**config.mk**
```make
export PLATFORM = sky130hd
export DESIGN_NAME = scr_merge
export DESIGN_NICKNAME = d
export VERILOG_FILES = /design/src/design/stereo_convolution_reverb_defines.svh /design/src/design/scr_pkg.sv /design/src/design/scr_merge.sv
export SDC_FILE = /design/constraint.sdc
export NUM_CORES = 2
export LEC_CHECK = 0
export BUFFER_PORTS_ARGS = -buffer_cell sky130_fd_sc_hd__buf_4
export CAP_MARGIN = 20
export CORE_AREA = 5 5 329 331
export DETAILED_ROUTE_END_ITERATION = 8
export DIE_AREA = 0 0 334 336
export PLACE_DENSITY = 0.73
export SYNTH_ARGS = -nofsm -noshare
export SYNTH_HDL_FRONTEND = slang
export SYNTH_SLANG_ARGS = --single-unit
export TNS_END_PERCENT = 1
```
**constraint.sdc**
```tcl
create_clock -name clk -period 3.8 [get_ports clk]
set_input_delay 0.76 -clock clk [delete_from_list [all_inputs] [get_ports clk]]
set_output_delay 0.76 -clock clk [all_outputs]
set_load 0.02 [all_outputs]
```
**src/design/stereo_convolution_reverb_defines.svh**
```systemverilog
// Assertion macros for the stereo convolution reverb.
// Used by the top level; no other dependencies.
`ifndef STEREO_CONVOLUTION_REVERB_DEFINES_SVH
`define STEREO_CONVOLUTION_REVERB_DEFINES_SVH
`ifndef SYNTHESIS
`define SCR_ASSERT(label, clk, rst_n, prop, msg) \
    label: assert property (@(posedge clk) disable iff (!rst_n) (prop)) else $error(msg);
`define SCR_ASSERT_RST(label, clk, prop, msg) \
    label: assert property (@(posedge clk) (prop)) else $error(msg);
`else
`define SCR_ASSERT(label, clk, rst_n, prop, msg)
`define SCR_ASSERT_RST(label, clk, prop, msg)
`endif
`endif

```
**src/design/scr_pkg.sv**
```systemverilog
// Shared types and constants for the stereo convolution reverb.
// No dependencies.
package scr_pkg;
    localparam int MAX_TAPS     = 16384;
    localparam int MAX_PREDELAY = 4096;
    localparam int LANES        = 8;
    localparam int TAP_AW       = $clog2(MAX_TAPS);
    localparam int DLY_AW       = $clog2(MAX_PREDELAY);
    localparam int LANE_AW      = $clog2(LANES);
    localparam int ROW_AW       = TAP_AW - LANE_AW;
    localparam int ROWS         = MAX_TAPS / LANES;
    localparam int ACC_W        = 48;
    // Clearing pass covers every history row and every delay entry
    localparam int CLEAR_CYCLES = (ROWS > MAX_PREDELAY) ? ROWS : MAX_PREDELAY;

    localparam logic       OP_LOAD  = 1'b0;
    localparam logic       OP_FRAME = 1'b1;

    localparam logic [2:0] REG_ENABLE   = 3'd0;
    localparam logic [2:0] REG_IR_LEN   = 3'd1;
    localparam logic [2:0] REG_WET_MIX  = 3'd2;
    localparam logic [2:0] REG_PREDELAY = 3'd3;
    localparam logic [2:0] REG_CHANNELS = 3'd4;

    typedef struct packed {
        logic               op;
        logic [13:0]        tap_index;
        logic signed [15:0] tap_left;
        logic signed [15:0] tap_right;
        logic signed [15:0] left_in;
        logic signed [15:0] right_in;
    } in_item_t;

    typedef struct packed {
        logic signed [15:0] left_out;
        logic signed [15:0] right_out;
    } out_item_t;

    // Lane command from the sequencer.
    typedef struct packed {
        logic              clear;    // start of a convolution pass
        logic              mac;      // row valid for accumulate
        logic [LANE_AW:0]  lane_cnt; // lanes active in this row
    } lane_ctl_t;

    typedef enum logic [2:0] {
        ST_IDLE, ST_CLEAR, ST_RUN, ST_DRAIN, ST_DELAY, ST_MIX, ST_WET, ST_OUT
    } state_t;

    function automatic logic signed [15:0] sat16(input logic signed [ACC_W-1:0] v);
        if (v > 48'sd32767)       return 16'sh7fff;
        else if (v < -48'sd32768) return 16'sh8000;
        else                      return v[15:0];
    endfunction
endpackage

```
**src/design/scr_merge.sv**
```systemverilog
// Merge stage: registered adder tree over the lane accumulators.
// Depends on scr_pkg.
module scr_merge (
    input  logic                                clk,
    input  logic signed [scr_pkg::ACC_W-1:0]    acc_l [scr_pkg::LANES],
    input  logic signed [scr_pkg::ACC_W-1:0]    acc_r [scr_pkg::LANES],
    output logic signed [scr_pkg::ACC_W-1:0]    sum_l,
    output logic signed [scr_pkg::ACC_W-1:0]    sum_r
);
    import scr_pkg::*;

    logic signed [ACC_W-1:0] l1_reg [LANES/2];
    logic signed [ACC_W-1:0] r1_reg [LANES/2];
    logic signed [ACC_W-1:0] sl_reg, sr_reg;

    // First level registered, second level summed into output register
    always_ff @(posedge clk)
    begin
        for (int i = 0; i < LANES/2; i++)
        begin
            l1_reg[i] <= acc_l[2*i] + acc_l[2*i+1];
            r1_reg[i] <= acc_r[2*i] + acc_r[2*i+1];
        end
    end

    always_comb
    begin
        sum_l = sl_reg;
        sum_r = sr_reg;
    end

    always_ff @(posedge clk)
    begin
        logic signed [ACC_W-1:0] tl, tr;
        tl = '0;
        tr = '0;
        for (int i = 0; i < LANES/2; i++)
        begin
            tl = tl + l1_reg[i];
            tr = tr + r1_reg[i];
        end
        sl_reg <= tl;
        sr_reg <= tr;
    end
endmodule

```
=== Word level (Yosys, flattened, before mapping) ===
Memories as Yosys holds them, arrays and structs flattened.
Index checks and enable logic that the tools add are counted.

* Bits of input ports: 769
* Memories: 2
* Memory bits (read-only): 0
* Register bits: 96
* Bits in latches: 0
* Bits in writable memories: 384

* Muxes and demuxes: 0
* Bitwise operators: 0
* Equal/unequal tests: 0
* Shifts and indexed selects: 0
* Reductions and logical operators: 0
* Multiply operators: 0
* Div/mod/pow operators: 0
* $lt $le $gt $ge: 0
* Add/subtract/negate cells: 14

{| class="wikitable"
|+ Memories
! name !! depth !! bits a word !! rd ports !! clocked after memory_dff !! wr ports !! line !! source
|-
| l1_reg || 4 || 48 || 4 || 0 || 4 || scr_merge.sv:12 || <nowiki>logic signed [ACC_W-1:0] l1_reg [LANES/2];</nowiki>
|-
| r1_reg || 4 || 48 || 4 || 0 || 4 || scr_merge.sv:13 || <nowiki>logic signed [ACC_W-1:0] r1_reg [LANES/2];</nowiki>
|}

{| class="wikitable"
|+ Operators by type and width
! kind !! number
|-
| $add A48 B48 Y48 || 14
|}

=== Logic depth before layout (Yosys ltp) ===
* Depth after elaboration: 3
* Mapped depth: 18
* Gate-level depth less buffers: 18

=== Worst setup path after synthesis ===
No wires, ideal clock.

* Kind: flip-flop to flip-flop
* Start point: memory l1_reg[3][1]
* End point: register sl_reg[43], in the netlist sum_l[43]
* Arrival time: 3.982 ns
* Data required time: 3.728 ns
* Library setup time: 0.072 ns
* Path buffers: 0
* Setup slack: -0.253 ns
* Clock period less this slack: 4.053 ns
* Stages on the path, launching flop included: 19
* Path through: dfxtp_1 -> inv_1 -> fa_1 -> inv_1 -> fa_1 -> ha_1 -> inv_1 -> fa_1 -> nor2b_1 -> o31ai_1 -> a21oi_1 -> o21a_1 -> o21ai_0 -> o31a_1 -> a31o_2 -> o21ai_0 -> a22oi_1 -> o21ai_0 -> xor2_1

{| class="wikitable"
|+ RTL lines
! what !! line !! source
|-
| start: declaration || scr_merge.sv:12 ||
|-
| end signal: assignment || scr_merge.sv:42 || <nowiki>sl_reg <= tl;</nowiki>
|-
| end: declaration || scr_merge.sv:14 || <nowiki>logic signed [ACC_W-1:0] sl_reg, sr_reg;</nowiki>
|}

==> out/qor.yml <==
max_stage_delay_ns: 0.51
cts_buffer_depth: 3
cts_hold_buf: 0
ir_worst_vdd_uv: 628
hpwlAfterDp_um: 140000
maxSlewHeadroom_pct: 51.1
drv_slew: 0
ys_ff_latch: 480
rows: 119
worstSetupPathType: "reg2reg"
track_usage_pct: 27.2
die_area_sq_um: 112000
antenna_found_initial: 33
syn_area_sq_um: 39500
yosysWarnings: 0
finClkSkew_ns: 0.0443
drt_pass1_iterations: 6
yosysSeqAreaShare_pct: 24.3
path_max_fanout: 4
worst_ep_required_time_ns: 4.38
r2r_start: "r1_reg[0][9]"
crit_buf_inv: 2
setup_viol: 31
cts_root_buf: "clkbuf_16"
grt_start_max_net_pins: 17
outcome: "finished with violations"
syn-num-nets: 6043
drc: 0
p_leak_nw: 27.2
yosys_most_used_dff: "dfxtp_1"
violations: "negative setup slack"
cp_top_family: "compound AO/OA/AOI/OAI gates"
wl_per_cell_um: 21.7
io_buffers: 864
worst_setup_path_start_kind: "flop"
multi_input_area_sq_um: 27600
cts_max_level: 2
rsz0062_at_grt: "yes"
drtAntennaViolNets: 0
crit_chain: "inv_1, fa_1, fa_1, inv_1, ha_1, and2_1, nand2_1, a311oi_1, a32oi_1, nand2_2, o211ai_1, a31oi_1, a21oi_2, o31a_1, o41ai_2, xor2_1"
ys_types: 85
clock.fmax_mhz: 241
gp_congestion: 1.01
ys_async_sr_fraction_pct: 0
die_y_um: 336
synthTopCellsByArea: "dfxtp_1, ha_1, fa_1"
cp_slowest_cell: "fa_1"
via_count: 39000
min_from: "acc_l[336]"
fp.coreArea_sq_um: 105000
critical_path.startpoint: "r1_reg[0][9]"
grt.overflow.total: 0
fin_util_pct: 51.0
area_growth_syn_to_layout_pct: 35.4
period_minus_slack_ns: 4.15
period_share_pct: 109
synth_edf_count: 0
clk_pin_slew_ns: 0.06
finalInstanceArea_sq_um: 53500
cts_tree: "yes"
netlist_instances: 4608
start_util_pct: 37.7
yosysTopAreaCell: "dfxtp_1"
dpl_cell_area_sq_um: 51000
netlist.area_leader.share_pct: 24.3
clkLatencyLatePin_ns: 0.65
clock_sinks: 480
dr.first_iter.drc_count: 2679
grt_pass1_wl_um: 236000
hold_viol_final: 0
setup_ws_ns: -0.351
die_w_um: 334
avgSynthCellArea_sq_um: 8.57
setup_tns_ns: -5.14
nets: 7384
worstSetupEndpointType: "flop"
cts_buffers: 55
cp_data_arrival_time_ns: 4.73
fill_cells: 9793
grt_pass1_vias: 39500
ios: 865
layout.area.seq_sq_um: 9610
p_per_area_nw_per_um2: 839
maxCapViolCount: 0
drive_above_1_share_pct: 26.4
hold_class: "in2reg"
finalWirelength_um: 161000
worstMarginPinSlew_ns: 0.732
vias_per_cell: 5.27
-- timing repair --
item,in CTS,in global routing
endpoints found under the setup margin,42,47
buffers inserted,9,6
pin swaps,47,29
resized for setup,57,27
-- cell usage after synthesis, drive strengths merged, types with 72 or more instances --
master,count
nand4,80
inv,629
ha,470
dfxtp,480
a21o,264
fa,196
xnor2,286
xor2,158
o21ai,255
o21bai,72
a21oi,427
nand2,247
nand3,75
nor2,239
-- stage by stage --
stage | hold slack (ns) | instances | power (mW) | worst slack, ns
floorplan | 0.432 | 4608 | 25.6 | -0.0439
detailed placement | 0.462 | 7269 | 37.1 | -0.618
CTS | 0.278 | 7379 | 44.0 | -0.266
finish | 0.327 | 7403 | 44.9 | -0.351
global placement | 0.470 | 7269 | 36.7 | -0.549
global route | 0.304 | 7393 | 48.3 | -0.497
-- kinds of logic (layout without fill, tap and decap cells) --
family	count (synthesis)	count (layout)	share of synthesized area, %
DFF	480	480	24.3
other	0	18	0
xor gates and xnor gates	444	444	9.85
and+or+nand+nor	933	933	11.5
adders and majority gates	666	666	24.8
AOI/OAI and AO/OA	1381	1381	22.8
buffers and inverters	704	2090	6.71
-- cells in the final DEF (no fill, tap or decap), drive strengths merged, types with 40 or more instances in the layout --
cell    netlist  final
dfxtp       480    480
nand3        75     75
nand2b       62     62
a31oi        47     47
nand2       247    247
nor2        239    239
fa          196    196
a211oi       55     55
inv         629    633
xor2        158    158
o21ai       255    255
a21o        264    264
nand4        80     80
nor2b        66     66
and3         43     43
xnor2       286    286
a21oi       427    427
ha          470    470
o21bai       72     72
buf           4   1359
nor3         40     40
clkbuf       71     67
o21a         58     58
-- worst paths after layout --
check	to	slack, ns	depth (start not counted)
min	l1_reg[0][0]	0.33	2
max	sum_r[44]	-0.35	16
max reg2reg	sum_r[44]	-0.35	16
min reg2reg	sum_r[0]	0.47	1
-- where the power goes --
part | total, mW | internal [mW] | switching (mW)
sequential | 7.57 | 6.88 | 0.683
clock | 5.59 | 3.19 | 2.40
combinational | 31.7 | 14.7 | 17.0
total | 44.9 | 24.8 | 20.1
-- per-layer routing --
metal / up-vias / track usage, % / wire (um)
met2: 1555 / 47.1 / 76800
met3: 278 / 5.03 / 12700
met5: - / 0 / 83
li1: 18600 / - / -
met1: 18500 / 34.0 / 64600
met4: 14 / 9.72 / 6550
-- area by class of cell --
type / instances / share of cell area, %
inverter: 629 / 4.42
clock buffer: 67 / 2.81
multi-input combinational: 3424 / 51.6
sequential: 480 / 18.0
clock inverter: 35 / 0.740
antenna: 18 / 0.0843
tap: 1391 / 3.26
timing repair buffer: 1359 / 19.1
Power figures use the tool's default switching activity.
